===== config.mk =====
export PLATFORM = sky130hd
export DESIGN_NAME = pes_ctrl
export DESIGN_NICKNAME = d
export VERILOG_FILES = /design/src/design/pes_pkg.sv /design/src/design/pes_ctrl.sv
export SDC_FILE = /design/constraint.sdc
export NUM_CORES = 1
export LEC_CHECK = 0
export BUFFER_PORTS_ARGS = -buffer_cell sky130_fd_sc_hd__buf_2
export CORE_AREA = 2 2 39 41
export CTS_CLUSTER_DIAMETER = 80
export DETAILED_ROUTE_END_ITERATION = 7
export DIE_AREA = 0 0 41 43
export SLEW_MARGIN = 20
export SYNTH_ARGS = -nofsm -noshare
export SYNTH_HDL_FRONTEND = slang
export SYNTH_SLANG_ARGS = --single-unit

===== constraint.sdc =====
create_clock -name clk -period 1.4 [get_ports clk]
set_clock_uncertainty 0.15 [all_clocks]
set_input_delay 0.28 -clock clk [delete_from_list [all_inputs] [get_ports clk]]
set_output_delay 0.28 -clock clk [all_outputs]
set_load 0.02 [all_outputs]

===== src/design/pes_pkg.sv =====
// Package with constants, types and lookup tables for the pendulum stepper.
package pes_pkg;

    localparam int SUBSTEPS    = 10;
    localparam int SINE_DEPTH  = 256;
    localparam int TANH_DEPTH  = 256;
    localparam int SIN_BITS    = $clog2(SINE_DEPTH);
    localparam int TANH_BITS   = $clog2(TANH_DEPTH);
    localparam int SUB_W       = $clog2(SUBSTEPS + 1);
    localparam int ADDR_W      = 5;

    localparam logic [15:0] ANGLE_PI      = 16'h8000;
    localparam logic [30:0] INV_TWO_PI_Q32 = 31'd683565276;
    localparam longint ONE_Q30 = 64'sd1073741824;

    typedef enum logic [2:0] {
        REG_FORCE_GAIN  = 3'd0,
        REG_FLUID       = 3'd1,
        REG_GRAVITY     = 3'd2,
        REG_LEN_MASS    = 3'd3,
        REG_DRY         = 3'd4,
        REG_TIME_STEP   = 3'd5,
        REG_TOP_BAND    = 3'd6,
        REG_UNUSED      = 3'd7
    } reg_idx_t;

    typedef struct packed {
        logic [23:0] force_gain;
        logic [23:0] fluid_friction;
        logic [23:0] gravity_over_length;
        logic [23:0] length_over_mass;
        logic [23:0] dry_friction;
        logic [15:0] time_step;
        logic [15:0] top_band;
    } cfg_t;

    typedef struct packed {
        logic load;
        logic gain;
        logic motor;
        logic ph_a;
        logic ph_b;
        logic ph_c;
        logic sense;
        logic emit;
    } pes_cmd_t;

    typedef struct packed {
        logic place;
    } pes_status_t;

    typedef logic signed [15:0] sine_tab_t [SINE_DEPTH];
    typedef logic [14:0] tanh_tab_t [TANH_DEPTH];

    // Shift-and-subtract quotient of two non-negative values.
    function automatic longint udiv(input longint num, input longint den);
        longint q;
        longint rem;
        q = 64'sd0;
        rem = 64'sd0;
        for (int b = 62; b >= 0; b--)
        begin
            rem = (rem <<< 1) | ((num >>> b) & 64'sd1);
            if (rem >= den)
            begin
                rem = rem - den;
                q = q | (64'sd1 <<< b);
            end
        end
        return q;
    endfunction

    function automatic longint quarter_sine(input longint z);
        longint z2;
        longint p;
        longint r;
        z2 = (z * z) >>> 30;
        p = 64'sd172272;
        p = 64'sd5026995 - ((z2 * p) >>> 30);
        p = 64'sd85569306 - ((z2 * p) >>> 30);
        p = 64'sd693598668 - ((z2 * p) >>> 30);
        p = 64'sd1686629713 - ((z2 * p) >>> 30);
        r = (((z * p) >>> 30) + 64'sd16384) >>> 15;
        return (r > 64'sd32767) ? 64'sd32767 : r;
    endfunction

    function automatic sine_tab_t make_sine_tab();
        sine_tab_t tab;
        longint ph;
        longint f;
        longint q;
        for (int i = 0; i < SINE_DEPTH; i++)
        begin
            ph = longint'(i) <<< (32 - SIN_BITS);
            f = ph & 64'sh3FFF_FFFF;
            if (ph[30])
            begin
                f = ONE_Q30 - f;
            end
            q = quarter_sine(f);
            if (ph[31])
            begin
                q = -q;
            end
            tab[i] = q[15:0];
        end
        return tab;
    endfunction

    function automatic tanh_tab_t make_tanh_tab();
        tanh_tab_t tab;
        longint a;
        longint t;
        longint t2;
        longint r;
        for (int i = 0; i < TANH_DEPTH; i++)
        begin
            a = longint'(i) <<< (25 - TANH_BITS);
            t = a - udiv((((a * a) >>> 30) * a) >>> 30, 64'sd3);
            for (int k = 0; k < 8; k++)
            begin
                t2 = (t * t) >>> 30;
                t = udiv(t <<< 31, ONE_Q30 + t2);
            end
            r = (t + 64'sd16384) >>> 15;
            if (r > 64'sd32767)
            begin
                r = 64'sd32767;
            end
            tab[i] = r[14:0];
        end
        return tab;
    endfunction

    localparam sine_tab_t SINE_TAB = make_sine_tab();
    localparam tanh_tab_t TANH_TAB = make_tanh_tab();

endpackage


===== src/design/pes_ctrl.sv =====
// Controller state machine sequencing the force, substep and output phases.
module pes_ctrl
    import pes_pkg::*;
(
    input  logic        clk,
    input  logic        rst_n,
    input  logic        step_valid,
    output logic        step_stall,
    output logic        result_valid,
    input  logic        result_stall,
    input  pes_status_t status,
    output pes_cmd_t    cmd
);

    typedef enum logic [2:0] {
        S_IDLE,
        S_FORCE,
        S_MOTOR,
        S_SUB_A,
        S_SUB_B,
        S_SUB_C,
        S_SENSE,
        S_EMIT
    } state_t;

    state_t           state_reg;
    state_t           state_next;
    logic [SUB_W-1:0] sub_reg;
    logic [SUB_W-1:0] sub_next;
    logic             valid_reg;
    logic             valid_next;
    logic             out_blocked;

    assign out_blocked  = valid_reg && result_stall;
    assign step_stall   = (state_reg != S_IDLE);
    assign result_valid = valid_reg;

    always_comb
    begin
        cmd        = '0;
        state_next = state_reg;
        sub_next   = sub_reg;
        valid_next = valid_reg && result_stall;
        unique case (state_reg)
            S_IDLE:
            begin
                if (step_valid)
                begin
                    cmd.load   = 1'b1;
                    state_next = status.place ? S_SENSE : S_FORCE;
                end
            end
            S_FORCE:
            begin
                cmd.gain   = 1'b1;
                state_next = S_MOTOR;
            end
            S_MOTOR:
            begin
                cmd.motor  = 1'b1;
                sub_next   = '0;
                state_next = S_SUB_A;
            end
            S_SUB_A:
            begin
                cmd.ph_a   = 1'b1;
                state_next = S_SUB_B;
            end
            S_SUB_B:
            begin
                cmd.ph_b   = 1'b1;
                state_next = S_SUB_C;
            end
            S_SUB_C:
            begin
                cmd.ph_c = 1'b1;
                sub_next = sub_reg + SUB_W'(1);
                if (sub_reg == SUB_W'(SUBSTEPS - 1))
                begin
                    state_next = S_SENSE;
                end
                else
                begin
                    state_next = S_SUB_A;
                end
            end
            S_SENSE:
            begin
                cmd.sense  = 1'b1;
                state_next = S_EMIT;
            end
            S_EMIT:
            begin
                if (!out_blocked)
                begin
                    cmd.emit   = 1'b1;
                    valid_next = 1'b1;
                    state_next = S_IDLE;
                end
            end
        endcase
    end

    always_ff @(posedge clk or negedge rst_n)
    begin
        if (!rst_n)
        begin
            state_reg <= S_IDLE;
            sub_reg   <= '0;
            valid_reg <= 1'b0;
        end
        else
        begin
            state_reg <= state_next;
            sub_reg   <= sub_next;
            valid_reg <= valid_next;
        end
    end

endmodule


# Word level (Yosys, flattened, before mapping)
# Index checks and enable logic that the tools add are counted.
dict set report classes {
  add_sub_neg 1
  reduce_logical 5
  n_mux 17
  eq_ne 10
}
# operator count
set op_table {}
lappend op_table {{$pmux 3 s8} 1}
lappend op_table {{$eq 3x3->1 const B} 4}
lappend op_table {{$mux 3} 4}
lappend op_table {{$mux 1} 11}
lappend op_table {{$pmux 4 s2} 1}
lappend op_table {{$eq 3x2->1 const B} 2}
lappend op_table {{$add 4x1->4 const B} 1}
lappend op_table {{$eq 4x4->1 const B} 1}
lappend op_table {{$ne 2x2->1 const B} 2}
lappend op_table {{$eq 3x1->1 const B} 1}
lappend op_table {{$logic_not 3->1} 1}
lappend op_table {{$reduce_bool 3->1} 1}
lappend op_table {{$reduce_and 2->1} 1}
lappend op_table {{$reduce_bool 2->1} 1}
lappend op_table {{$logic_and 1x1->1} 1}
dict set report totals {
  output_inout_bits 10
  register_bits 8
  wordCells 36
}

# Logic depth before layout (Yosys ltp)
dict set report logic_depth {
  ltp_word 3
  depth_mapped 6
  mapped_depth_nobuf 5
}

# Worst setup path before layout
# No wires, ideal clock.
dict set report synth_timing {
  path_type {reg-to-output}
  from {register state_reg[0]}
  to {output port cmd[6] in the netlist's numbering}
  path_buffers 1
  t_required_ns 0.970
  t_arrival_ns 1.072
  stages_incl_launch_ff 4
  slack_ns -0.102
  path_cell_list {dfrtp_1 -> buf_2 -> inv_1 -> nor3_1}
}
# item line_no
set synth_rtl {}
lappend synth_rtl {{from (decl)} pes_ctrl.sv:26} ;# state_t state_reg;
lappend synth_rtl {{from (signal assigned)} pes_ctrl.sv:114} ;# state_reg <= state_next;
lappend synth_rtl {{to (decl)} pes_ctrl.sv:12} ;# output pes_cmd_t cmd

==> run metrics <==
result of the run finished with violations; failing checks setup timing; largest driver fanout on the critical path 6; total power 2.30 mW; sum of net half-perimeters after detailed placement 894 µm; first-pass iteration count of the detailed router 4; area of the mapped netlist a little over 500 µm²; Initial Utilization 36.8%; highest clock frequency the design can meet 606 MHz; area post-placement 664 µm²; worst slew pin tran 0.367 ns; Arrival @ worst endpoint 1.22 ns; Bufs on Longest Clock Path 2; layout cell share with drive strength beyond 1 68.1%; gpl congestion around 0.88; clock root buffer sky130_fd_sc_hd__clkbuf_4; family with the most delay on the worst path flip-flops; setup tns final -2.51 ns; headroom to the max-slew limit 75.2%; count of input and output buffers 14; number of cell rows 14; Hold Fails Final Rpt 0; Max VDD drop 1.36 mV; GRT Total Usage 21.3%; Final Setup Violations 15; Net Count, Synth 59; Synth Warn # 0; number of global-route vias before repair 585; number of clock buffers inserted by TritonCTS 3; flip-flop count of the largest register, all copies and words added 4; Pins Over Slew Limit 0; cell area after layout 982 µm²; number of H-tree levels 1; vias after detailed routing 563; fill count 99; top-level port count 15; area of the core region 1380 µm²; Crit path largest cell delay 0.47 ns; area taken by flip-flops and latches around 200 µm²; area fraction of the dominant cell type after synthesis ~40%; Tcrit/Tclk final 118%; leakage power total 0.470 nW; Worst Hold Slack 0.194 ns; routed vias/inst between 5 and 6; commonest non-fill, non-tap cells in the layout 20 x sky130_fd_sc_hd__buf_4, 15 x sky130_fd_sc_hd__buf_6, 6 x sky130_fd_sc_hd__buf_2, 6 x sky130_fd_sc_hd__dfrtp_1; later-pin clock latency in the skew report 0.26 ns; number of cells produced by synthesis 52; number of antenna diodes 0; Synth cell types 31; required time at the endpoint of the critical path around 0.97 ns; max-cap violation count 0; Die Outline Area 1760 µm²; clock net sink count 8; area overhead of the layout relative to synthesis 92.9%; crit path buf inv count 2; most frequent standard cell in the layout excluding fill and tap cells sky130_fd_sc_hd__buf_4; worst path cell trace buf_6 -> nor3b_4 -> buf_6; die outline width 41 µm; Remaining DRCs 0; final WL 1.63 mm; RSZ-0062 raised after global routing yes; Routed WL per cell 14.8 µm; Worst setup SP type flip-flop; synthesized area per cell 9.79 µm²; largest net degree at the start of global routing 9; Critical Setup Path Class reg2out; flop-to-flop setup slack -0.20 ns; final non-filler cell total 110; category of the worst setup path capture point primary output; class of the tightest hold or removal check in2reg; crit path setup slack, layout -0.251 ns; Antenna Violating Nets Remaining 0; top area cells in the synthesized netlist sky130_fd_sc_hd__dfrtp_1 39%, sky130_fd_sc_hd__ha_1 4.9%, sky130_fd_sc_hd__nor3b_4 3.7%; area of combinational cells with multiple inputs about 350 µm²; placed cell count 90; # nets final 103; min cycle time layout 1.65 ns; TritonCTS clock tree yes; DIE HEIGHT 43 µm; number of design-rule violations left by the first detailed-router iteration 15; library cell with the largest summed area after synthesis sky130_fd_sc_hd__dfrtp_1; clock slew seen by the registers of the worst setup and hold paths 0.05 ns; initial antenna violation count 0; CP most frequent cell sky130_fd_sc_hd__buf_6; number of flip-flops and latches in the synthesized netlist 8; first-pass GRT wire length roughly 2.5 mm; slowest CP cell sky130_fd_sc_hd__dfrtp_2; final core utilization 71.0%; register area share after synthesis about two fifths; leftover overflow at the end of global routing 0; worst setup timing slack at the placement stage -0.0737 ns; power density cells about 2300 nW/µm²
[per-layer routing]
layer	track usage, %	share of wire, %
met5	0	0
met4	10.0	2.5
met3	3.14	0.86
met2	33.1	48
met1	27.8	48
[cell usage after synthesis]
master	number
sky130_fd_sc_hd__buf_2	1
sky130_fd_sc_hd__nor3b_4	1
sky130_fd_sc_hd__inv_1	4
sky130_fd_sc_hd__o32a_1	1
sky130_fd_sc_hd__a21oi_1	1
sky130_fd_sc_hd__inv_2	1
sky130_fd_sc_hd__xnor2_1	1
sky130_fd_sc_hd__nor2b_1	1
sky130_fd_sc_hd__mux2i_1	1
sky130_fd_sc_hd__nand4b_1	1
sky130_fd_sc_hd__nand3_1	3
sky130_fd_sc_hd__xor2_1	1
sky130_fd_sc_hd__ha_1	2
sky130_fd_sc_hd__a22o_1	1
sky130_fd_sc_hd__nor3_1	2
sky130_fd_sc_hd__buf_6	1
sky130_fd_sc_hd__o32ai_1	1
sky130_fd_sc_hd__nor4b_1	1
sky130_fd_sc_hd__nand2_1	4
sky130_fd_sc_hd__a2bb2oi_1	1
sky130_fd_sc_hd__dfrtp_1	8
sky130_fd_sc_hd__a21boi_0	1
sky130_fd_sc_hd__a31oi_1	2
sky130_fd_sc_hd__nand3b_1	1
sky130_fd_sc_hd__nor2_1	2
sky130_fd_sc_hd__and2_2	1
sky130_fd_sc_hd__mux2_2	1
sky130_fd_sc_hd__o2bb2ai_1	2
sky130_fd_sc_hd__nor2_2	1
sky130_fd_sc_hd__buf_4	1
sky130_fd_sc_hd__and3_1	2
[power breakdown]
group / internal, mW / total, mW / leakage, nW / switching [mW]
logic: 0.944 / 1.71 / 0.356 / 0.765
clock network: 0.0980 / 0.174 / 0.0138 / 0.0764
registers: 0.314 / 0.420 / 0.101 / 0.107
[cell type report]
type / instances / area share, %
well taps: 16 / 2.04
clock buffers: 3 / 2.29
flip-flops and latches: 8 / 20.6
inverters: 5 / 2.42
repair buffers: 42 / 36.6
multi-input cells: 36 / 36.1
[kinds of logic after synthesis]
group                      share of synthesized area, %
xor gates and xnor gates                           3.44
muxes                                              4.18
buffers and inverters                              8.35
AOI/OAI and AO/OA                                  15.5
adders and majority gates                          4.91
DFF                                                39.3
and+or+nand+nor                                    24.3
[what timing repair did]
action	in CTS	in global routing
hold buffers	1	0
endpoints found under the setup margin	10	14
endpoints found under the hold margin	8	0
pin swaps	6	7
setup buffers	13	2
resized for setup	35	11
cloned	1	0
[path summary, 6_finish.rpt]
| path | start | endpoint | cells after the start |
|---|---|---|---|
| min in group asynchronous | rst_n | sub_reg[3]$_DFFE_PN0P_ | 2 |
| worst min register to register | sub_reg[3]$_DFFE_PN0P_ | sub_reg[3]$_DFFE_PN0P_ | 1 |
| max in group asynchronous | rst_n | state_reg[2]$_DFFE_PN0P_ | 2 |
| worst max register to register | state_reg[2]$_DFFE_PN0P_ | sub_reg[0]$_DFFE_PN0P_ | 6 |
| worst min-delay path | step_valid | state_reg[2]$_DFFE_PN0P_ | 2 |
| worst max-delay path | state_reg[2]$_DFFE_PN0P_ | cmd[5] | 3 |
No activity file was read; power rests on OpenSTA's default activity.
