### src/design/pes_pkg.sv
// Package with constants, types and lookup tables for the pendulum stepper.
package pes_pkg;

    localparam int SUBSTEPS    = 10;
    localparam int SINE_DEPTH  = 256;
    localparam int TANH_DEPTH  = 256;
    localparam int SIN_BITS    = $clog2(SINE_DEPTH);
    localparam int TANH_BITS   = $clog2(TANH_DEPTH);
    localparam int SUB_W       = $clog2(SUBSTEPS + 1);
    localparam int ADDR_W      = 5;

    localparam logic [15:0] ANGLE_PI      = 16'h8000;
    localparam logic [30:0] INV_TWO_PI_Q32 = 31'd683565276;
    localparam longint ONE_Q30 = 64'sd1073741824;

    typedef enum logic [2:0] {
        REG_FORCE_GAIN  = 3'd0,
        REG_FLUID       = 3'd1,
        REG_GRAVITY     = 3'd2,
        REG_LEN_MASS    = 3'd3,
        REG_DRY         = 3'd4,
        REG_TIME_STEP   = 3'd5,
        REG_TOP_BAND    = 3'd6,
        REG_UNUSED      = 3'd7
    } reg_idx_t;

    typedef struct packed {
        logic [23:0] force_gain;
        logic [23:0] fluid_friction;
        logic [23:0] gravity_over_length;
        logic [23:0] length_over_mass;
        logic [23:0] dry_friction;
        logic [15:0] time_step;
        logic [15:0] top_band;
    } cfg_t;

    typedef struct packed {
        logic load;
        logic gain;
        logic motor;
        logic ph_a;
        logic ph_b;
        logic ph_c;
        logic sense;
        logic emit;
    } pes_cmd_t;

    typedef struct packed {
        logic place;
    } pes_status_t;

    typedef logic signed [15:0] sine_tab_t [SINE_DEPTH];
    typedef logic [14:0] tanh_tab_t [TANH_DEPTH];

    // Shift-and-subtract quotient of two non-negative values.
    function automatic longint udiv(input longint num, input longint den);
        longint q;
        longint rem;
        q = 64'sd0;
        rem = 64'sd0;
        for (int b = 62; b >= 0; b--)
        begin
            rem = (rem <<< 1) | ((num >>> b) & 64'sd1);
            if (rem >= den)
            begin
                rem = rem - den;
                q = q | (64'sd1 <<< b);
            end
        end
        return q;
    endfunction

    function automatic longint quarter_sine(input longint z);
        longint z2;
        longint p;
        longint r;
        z2 = (z * z) >>> 30;
        p = 64'sd172272;
        p = 64'sd5026995 - ((z2 * p) >>> 30);
        p = 64'sd85569306 - ((z2 * p) >>> 30);
        p = 64'sd693598668 - ((z2 * p) >>> 30);
        p = 64'sd1686629713 - ((z2 * p) >>> 30);
        r = (((z * p) >>> 30) + 64'sd16384) >>> 15;
        return (r > 64'sd32767) ? 64'sd32767 : r;
    endfunction

    function automatic sine_tab_t make_sine_tab();
        sine_tab_t tab;
        longint ph;
        longint f;
        longint q;
        for (int i = 0; i < SINE_DEPTH; i++)
        begin
            ph = longint'(i) <<< (32 - SIN_BITS);
            f = ph & 64'sh3FFF_FFFF;
            if (ph[30])
            begin
                f = ONE_Q30 - f;
            end
            q = quarter_sine(f);
            if (ph[31])
            begin
                q = -q;
            end
            tab[i] = q[15:0];
        end
        return tab;
    endfunction

    function automatic tanh_tab_t make_tanh_tab();
        tanh_tab_t tab;
        longint a;
        longint t;
        longint t2;
        longint r;
        for (int i = 0; i < TANH_DEPTH; i++)
        begin
            a = longint'(i) <<< (25 - TANH_BITS);
            t = a - udiv((((a * a) >>> 30) * a) >>> 30, 64'sd3);
            for (int k = 0; k < 8; k++)
            begin
                t2 = (t * t) >>> 30;
                t = udiv(t <<< 31, ONE_Q30 + t2);
            end
            r = (t + 64'sd16384) >>> 15;
            if (r > 64'sd32767)
            begin
                r = 64'sd32767;
            end
            tab[i] = r[14:0];
        end
        return tab;
    endfunction

    localparam sine_tab_t SINE_TAB = make_sine_tab();
    localparam tanh_tab_t TANH_TAB = make_tanh_tab();

endpackage

### src/design/pes_regs.sv
// Configuration register file behind the APB-style port.
module pes_regs
    import pes_pkg::*;
(
    input  logic              clk,
    input  logic              rst_n,
    input  logic              psel,
    input  logic              penable,
    input  logic              pwrite,
    input  logic [ADDR_W-1:0] paddr,
    input  logic [31:0]       pwdata,
    output logic [31:0]       prdata,
    output logic              pready,
    output cfg_t              cfg
);

    cfg_t     cfg_reg;
    reg_idx_t idx;
    logic     wr_en;

    assign idx    = reg_idx_t'(paddr[ADDR_W-1:2]);
    assign wr_en  = psel && penable && pwrite;
    assign pready = 1'b1;
    assign cfg    = cfg_reg;

    always_ff @(posedge clk or negedge rst_n)
    begin
        if (!rst_n)
        begin
            cfg_reg.force_gain          <= 24'd65536;
            cfg_reg.fluid_friction      <= 24'd0;
            cfg_reg.gravity_over_length <= 24'd655360;
            cfg_reg.length_over_mass    <= 24'd65536;
            cfg_reg.dry_friction        <= 24'd13107;
            cfg_reg.time_step           <= 16'd66;
            cfg_reg.top_band            <= 16'd3277;
        end
        else if (wr_en)
        begin
            unique case (idx)
                REG_FORCE_GAIN: cfg_reg.force_gain          <= pwdata[23:0];
                REG_FLUID:      cfg_reg.fluid_friction      <= pwdata[23:0];
                REG_GRAVITY:    cfg_reg.gravity_over_length <= pwdata[23:0];
                REG_LEN_MASS:   cfg_reg.length_over_mass    <= pwdata[23:0];
                REG_DRY:        cfg_reg.dry_friction        <= pwdata[23:0];
                REG_TIME_STEP:  cfg_reg.time_step           <= pwdata[15:0];
                REG_TOP_BAND:   cfg_reg.top_band            <= pwdata[15:0];
                REG_UNUSED:     ;
            endcase
        end
    end

    always_comb
    begin
        unique case (idx)
            REG_FORCE_GAIN: prdata = {8'd0, cfg_reg.force_gain};
            REG_FLUID:      prdata = {8'd0, cfg_reg.fluid_friction};
            REG_GRAVITY:    prdata = {8'd0, cfg_reg.gravity_over_length};
            REG_LEN_MASS:   prdata = {8'd0, cfg_reg.length_over_mass};
            REG_DRY:        prdata = {8'd0, cfg_reg.dry_friction};
            REG_TIME_STEP:  prdata = {16'd0, cfg_reg.time_step};
            REG_TOP_BAND:   prdata = {16'd0, cfg_reg.top_band};
            REG_UNUSED:     prdata = 32'd0;
        endcase
    end

endmodule

### config.mk
export PLATFORM = sky130hd
export DESIGN_NAME = pes_regs
export DESIGN_NICKNAME = d
export VERILOG_FILES = /design/src/design/pes_pkg.sv /design/src/design/pes_regs.sv
export SDC_FILE = /design/constraint.sdc
export NUM_CORES = 1
export LEC_CHECK = 0
export BUFFER_PORTS_ARGS = -buffer_cell sky130_fd_sc_hd__buf_2
export CELL_PAD_IN_SITES_DETAIL_PLACEMENT = 1
export CELL_PAD_IN_SITES_GLOBAL_PLACEMENT = 1
export CORE_MARGIN = 3
export CORE_UTILIZATION = 41
export DETAILED_ROUTE_END_ITERATION = 10
export GPL_TIMING_DRIVEN = 1
export HOLD_SLACK_MARGIN = 0.05
export PLACE_DENSITY_LB_ADDON = 0.1
export SYNTH_ARGS = -nofsm -noshare
export SYNTH_HDL_FRONTEND = slang
export SYNTH_SLANG_ARGS = --single-unit
### constraint.sdc
create_clock -name clk -period 1.2 [get_ports clk]
set_clock_uncertainty 0.2 [all_clocks]
set_input_delay 0 -clock clk [delete_from_list [all_inputs] [get_ports clk]]
set_output_delay 0 -clock clk [all_outputs]
set_load 0.005 [all_outputs]
======== Yosys cells after proc, flatten, opt, wreduce, memory -nomap -nowiden ========
Index checks and enable logic that the tools add are counted.
cells by class
  equal/unequal tests ..................... 7
  muxes and demuxes ....................... 1
  reduce and logical (&&, ||, !) cells .... 10
operator list
  operator                                                         count
  32-bit one-hot mux with 8 select lines                           1
  2-bit AND reduction                                              7
  3-bit == test, second input constant                             4
  3-bit by 2-bit == test with 1-bit output, second input constant  2
  3-bit by 1-bit == test with 1-bit output, second input constant  1
  3-bit logical NOT                                                1
  1-bit logical AND                                                2
word-level totals
  flip-flop bits (word level) ............. 152
  input port bits ......................... 42
  output and inout bits ................... 185
  word-level logic and storage cells ...... 25

======== Logic depth before layout (Yosys ltp) ========
Gate-level depths: netlist of run 1.
  depth after elaboration ................. 3
  gate-level depth with buffers ........... 6
  depth with buffers taken out ............ 3

======== Worst setup path after synthesis of run 1 ========
Ideal clock, no wire load.
  path type ............................... input to register
  from .................................... input paddr[4]
  to ...................................... register cfg_reg (netlist bit cfg[128])
  library setup time ...................... 0.125 ns
  data arrival time ....................... 1.129 ns
  required time ........................... 0.875 ns
  path slack .............................. -0.254 ns
  stages on the path ...................... 6
  cells stage by stage .................... buf_2 or2_1 buf_6 nor2_8 buf_6 mux2_2
on the way
  longest elaborated chain between the ends .. 2
RTL lines
  element                        line            source
  from (decl)                    pes_regs.sv:10  input logic [ADDR_W-1:0] paddr,
  3-bit logical NOT              pes_regs.sv:40  unique case (idx)
  2-bit AND reduction (no line)  n/a
  to (decl)                      pes_regs.sv:17  cfg_t cfg_reg;
Every way passes these cells.
A chain may end at the register's enable or synchronous reset.

======== Worst setup path after layout of run 1 ========
  from .................................... register cfg_reg (netlist bit cfg[6])
  to ...................................... output prdata[6]
on the way
  longest elaborated chain between the ends .. 1
RTL lines
  element                                 line            source
  32-bit one-hot mux with 8 select lines  pes_regs.sv:55  unique case (idx)
  to (decl)                               pes_regs.sv:12  output logic [31:0] prdata,
Every way passes these cells. The select of a mux whose other input is x is not followed.

==> results.ini, run 1 <==
[worst_setup_path]
cp_top_family = flip-flops
r2r_setup_slack_ps = -150
crit_path_max_fanout = 2
r2r-start = cfg[102]
ff2ff_path_depth = 4
critPathRequiredTime_ps = 1000
slowest_stage = dfstp_2
crit_cells = 4
reg2reg_to = cfg[102]
start_kind = register
path_cells = and4b_1 > a311oi_1 > a21oi_1 > buf_2
cp_num_buf_inv = 1
arrival_ps = 1700
cp-end-kind = output port
crit_type = reg2out
cpPeakStageDelay_ps = 560

[synthesis]
syn_avg_cell_area_um2 = 13.7
netlist.area_leader.share_pct = 44.8
ys_top_cells_by_area = dfrtp_1, mux2_2, dfstp_2, mux2i_1, buf_6
syn_area_um2 = 7320
yosysMostFrequentCell = mux2_2
seq_area_frac_synth_pct = 52.3
netlist_instances = 536
ys.flop_type = dfrtp_1
synth_seq_cells = 152
synth_common_cells = mux2_2, dfrtp_1, mux2i_1
synth_edf_count = 0
synth.distinct_cells = 41
yosysWarnings = 0
async_flop_share_pct = 100
synth_area_leader_cell = dfrtp_1

[die]
start_util_pct = 42.0
io_pins = 227
core_um2 = 17400
dieWidth_um = 140
rows = 48
die_area_um2 = 19500
fp.dieH_um = 140

[detailed_routing]
viasPerCell = 5.69
wl_per_cell_um = 30.1
post-route-drc-count = 0
drt_iter0_markers = 415
postRouteAntennaNets = 0
dr.pass1.iters = 5
vias = 6748
wirelength_um = 35600

[cells_and_area]
drive_above_1_share_pct = 69.0
final_core_util_pct = 71.8
fin_area_um2 = 12500
layout.nets = 990
largest_reg_flops = 152
syn2layout_area_growth_pct = 70.9
antenna_cells = 0

[global_route]
grt_usage_pct = 30.5
grt_max_degree = 39
gr-usage-met3_pct = 5.77
grt_busiest_layer = met2
antenna_found_initial = 0
grt_pass1_vias = 7227
met1_usage_pct = 37.3
grtUsageMet2_pct = 53.4
grt_pass1_wl_um = 45200
grt-ovfl-total = 0

[sta]
holdWs_ps = -172
setup-violations-final = 172
slew_violations = 0
final.period_utilization_pct = 158
fin_crit_ps = 1900
setup_ws_ps = -699
hold_viol = 18
rsz0062_at_grt = true
max_clock_freq_mhz = 527

[power]
power_per_cell_area_nw_per_um2 = 1700
leakage_nw = 6.11
ir_drop_uv = 1180

[hold_path]
hp-class = in2async

[clock_network]
clkTransAtPathRegs_ps = 70
ctsHoldBuffers = 25
clk_latency_ps = 420
clockRootBuffer = clkbuf_16
cts_buffers = 17
cts_tree = yes
cts.sinks = 152
cts_max_path_buffers = 2
htreeDepth = 4

[placed_design]
gp_congestion = 0.875
hpwlAfterDp_um = 17900
io_buffers = 207
place_area_um2 = 9890

[outcome]
outcome = complete, but fails checks
violations = negative hold slack, negative setup slack

[flow_run]
max_cap_viol_count = 0

kinds of logic after synthesis:
kind of cell | share of synthesized area, %
compound gates | 6.56
buf+inv | 5.91
flops | 52.3
mux | 27.8
other cells | 0.103
simple gates | 7.28
layout make-up:
cell class                      count  area [um^2]
Clock buffer                       19          453
Clock inverter                     13          216
Fill cell                        1620         4910
Inverter                           21         78.8
Multi-Input combinational cell    323         3480
Sequential cell                   152         3830
Tap cell                          225          282
Timing Repair Buffer              433         4170
worst max path at each step:
stage | startpoint | endpoint | slack, ps
floorplan | paddr[3] | cfg[128] | -190
global placement | paddr[4] | cfg[75] | -310
detailed placement | paddr[4] | cfg[63] | -370
CTS | cfg[99] | prdata[19] | -610
global route | cfg[72] | prdata[16] | -760
finish | cfg[6] | prdata[6] | -700
placed cells by master, fill, tap and decap left out, drive strengths merged, types with 5 or more instances in the layout:
cell type    instances
inv                 24
mux2i               25
a31oi                6
and4b                6
a21oi                8
bufinv               5
o221ai               6
o21ai                9
clkbuf              19
a221o               11
dfrtp              131
nand2b               5
conb                 9
and3b               12
mux2               152
nor3b                6
o221a                7
buf                408
dfstp               21
a2bb2oi              6
dlygate4sd3         25
nand2               12
nor2                20
power breakdown:
part           switching, mW  internal, mW  total, mW
combinational           2.90          4.83       7.73
clock                   2.45          3.84       6.28
sequential              1.01          6.24       7.25
total                   6.36          14.9       21.3
per-stage QoR:
step / cells / hold slack, ps / worst slack, ps / TNS (ps) / total power [mW]
2_1_floorplan: 543 / -496 / -189 / -20360 / 8.94
3_3_place_gp: 1070 / -310 / -309 / -45730 / 11.7
3_5_place_dp: 1070 / -306 / -374 / -52540 / 12.0
4_1_cts: 1135 / -184 / -613 / -21210 / 19.7
5_1_grt: 1186 / -148 / -755 / -29620 / 21.9
6_report: 1186 / -172 / -699 / -25690 / 21.3
routing by layer:
| layer | wire length (um) | up-vias |
|---|---|---|
| li1 | - | 2761 |
| met1 | 13400 | 3534 |
| met2 | 18800 | 348 |
| met3 | 2030 | 105 |
| met4 | 1450 | 0 |
| met5 | 0 | - |
repair_timing:
item / in CTS / in global routing
setup buffers: 42 / 83
pin swaps: 24 / 17
hold endpoints to repair: 304 / 18
setup endpoints to repair: 129 / 176
gates resized for setup: 208 / 100
No activity file was read; power rests on OpenSTA's default activity.
==> inputs of run 2 (changes only) <==
CORE_UTILIZATION = 36   (was 41)
==> run 2 against run 1 <==
  * Hold slack better by 120 ps
  * Non-clock buffer count shrank 20
  * Largest cell class unchanged
  * Highest routed layer unchanged
  * The flow still finishes with violations (negative hold slack, negative setup slack)
  * Total power down 8.5%
  * Cell area fell by 2.9%
  * Final cell count is 1.8% higher
==> results.ini, run 2 (synthesis results as in run 1) <==
[hold_path]
hp-class = in2async  ; unchanged

[cells_and_area]
layout.nets = 970  ; was 990
largest_reg_flops = 152  ; unchanged
final_cells = 1207  ; was 1186
multi_input_area_um2 = 3440  ; was 3480 um^2
final_common_cell = buf_6  ; unchanged
fin_area_um2 = 12100  ; was 12500 um^2
seq_area_um2 = 3830  ; about the same
syn2layout_area_growth_pct = 65.9  ; was 70.9%
final_core_util_pct = 61.6  ; was 71.8%
drive_above_1_share_pct = 67.2  ; was 69.0%
n_fill_cell = 1943  ; was 1620
mostFrequentLayoutCells = buf_6, dfrtp_1, buf_2  ; unchanged

[detailed_routing]
vias = 6149  ; was 6748
wirelength_um = 27700  ; was 35600 um
wl_per_cell_um = 22.9  ; was 30.1 um
postRouteAntennaNets = 0  ; unchanged
viasPerCell = 5.09  ; was 5.69
drt_iter0_markers = 229  ; was 415
dr.pass1.iters = 4  ; was 5
post-route-drc-count = 0  ; unchanged

[worst_setup_path]
cp-end-kind = output port  ; unchanged
r2r-start = cfg[73]  ; was cfg[102]
arrival_ps = 1620  ; was 1700 ps
crit_type = reg2out  ; unchanged
start_kind = register  ; unchanged
reg2reg_to = cfg[73]  ; was cfg[102]
r2r_setup_slack_ps = -100  ; was -150 ps
crit_path_max_fanout = 2  ; unchanged
ff2ff_path_depth = 4  ; unchanged
critPathRequiredTime_ps = 1000  ; about the same

[clock_network]
cts_buffers = 17  ; unchanged
clockRootBuffer = clkbuf_16  ; unchanged
clkTransAtPathRegs_ps = 70  ; about the same
cts_max_path_buffers = 2  ; unchanged
htreeDepth = 4  ; unchanged
cts_tree = yes  ; unchanged
clk_latency_ps = 420  ; about the same
cts.sinks = 152  ; unchanged

[global_route]
grt-ovfl-total = 0  ; unchanged
antenna_found_initial = 1  ; was 0
grt_pass1_vias = 6912  ; was 7227
grt_usage_pct = 24.5  ; was 30.5%
grt_pass1_wl_um = 41500  ; was 45200 um
grt_max_degree = 62  ; was 39

[sta]
max_clock_freq_mhz = 550  ; was 527 MHz
max_slew_margin_pct = 63.4
setup_ws_ps = -618  ; was -699 ps
hold_viol = 49  ; was 18
slew_violations = 0  ; unchanged
tightest_slew_ps = 547
setup-violations-final = 179  ; was 172
rsz0062_at_grt = true  ; unchanged
holdWs_ps = -54.2  ; was -172 ps
final.period_utilization_pct = 152  ; was 158%
fin_crit_ps = 1820  ; was 1900 ps

[placed_design]
pre_cts_slack_ps = -379  ; was -374 ps
dp_cells = 1105  ; was 1070
hpwlAfterDp_um = 18100  ; was 17900 um
gp_congestion = 0.818  ; was 0.875
place_area_um2 = 9880  ; was 9890 um^2
io_buffers = 207  ; unchanged

[die]
die_area_um2 = 22100  ; was 19500 um^2
core_um2 = 19700  ; was 17400 um^2
start_util_pct = 37.1  ; was 42.0%
fp.dieH_um = 149  ; was 140 um
io_pins = 227  ; unchanged
rows = 51  ; was 48
dieWidth_um = 149  ; was 140 um

[power]
p_comb_share_pct = 35.2  ; was 36.4%
sw_frac_of_total_pct = 27.9  ; was 29.9%
power_per_cell_area_nw_per_um2 = 1600  ; was 1700 nW/um^2
ir_drop_uv = 1160  ; was 1180 uV
seqPwrFrac_pct = 36.4  ; was 34.1%
cellInternalPower_mw = 14.0  ; was 14.9 mW
clkPwrFrac_pct = 28.4  ; was 29.6%
leakage_nw = 5.94  ; was 6.11 nW
p_sw_mw = 5.43  ; was 6.36 mW

[outcome]
outcome = complete, but fails checks  ; unchanged
violations = negative hold slack, negative setup slack  ; unchanged

[flow_run]
max_cap_viol_count = 0  ; unchanged

run 2: timing repair:
| item | in CTS | in global routing |
|---|---|---|
| pin swaps | 26 | 14 |
| endpoints found under the hold margin | 304 | 13 |
| endpoints found under the setup margin | 121 | 157 |
| hold buffers | 25 | 1 |
| gates resized for setup | 200 | 71 |
| buffers inserted | 40 | 65 |
run 2: through the flow:
stage,total power [mW],TNS [ps]
after global routing,20.4,-46390
final,19.5,-34680
after floorplan,8.94,-20360
after detailed placement,11.9,-52640
after CTS,19.0,-20170
after global placement,11.7,-47150
run 2: power groups by stage:
| stage | registers [mW] | clock network (mW) | logic (mW) |
|---|---|---|---|
| floorplan | 7.07 | 0 | 1.87 |
| global placement | 6.95 | 0 | 4.75 |
| detailed placement | 7.01 | 0 | 4.87 |
| CTS | 7.04 | 5.60 | 6.32 |
| global route | 7.20 | 5.87 | 7.30 |
| finish | 7.08 | 5.52 | 6.85 |
run 2: area by class of cell:
cell class	instances	share of cell area [%]
diodes	1	0.0206
clock buffers	20	3.68
clock inverters	12	1.24
inverters	21	0.649
multi-input cells	323	28.3
flip-flops and latches	152	31.5
well taps	265	2.73
repair buffers	413	31.8
run 2: per-layer routing:
layer / track usage [%] / vias up / wire [um]
met3: 5.76 / 42 / 1490
met1: 31.5 / 3185 / 11700
met4: 6.42 / 0 / 569
li1: - / 2730 / -
met2: 41.8 / 192 / 14000
met5: 0 / - / 0
run 2: how the worst max path moves through the flow:
stage	endpoint	slack (ps)	from
after global placement	prdata[4]	-350	paddr[2]
after detailed placement	cfg[127]	-380	paddr[3]
after CTS	prdata[17]	-630	cfg[97]
after floorplan	cfg[128]	-190	paddr[3]
final	prdata[17]	-620	cfg[97]
after global routing	prdata[17]	-690	cfg[97]
run 2: critical path, stage by stage, from the launching register on:
cell and delay [ps]:
dfstp_2 540, mux2i_1 80, a221o_1 310, a21oi_2 140, buf_2 130
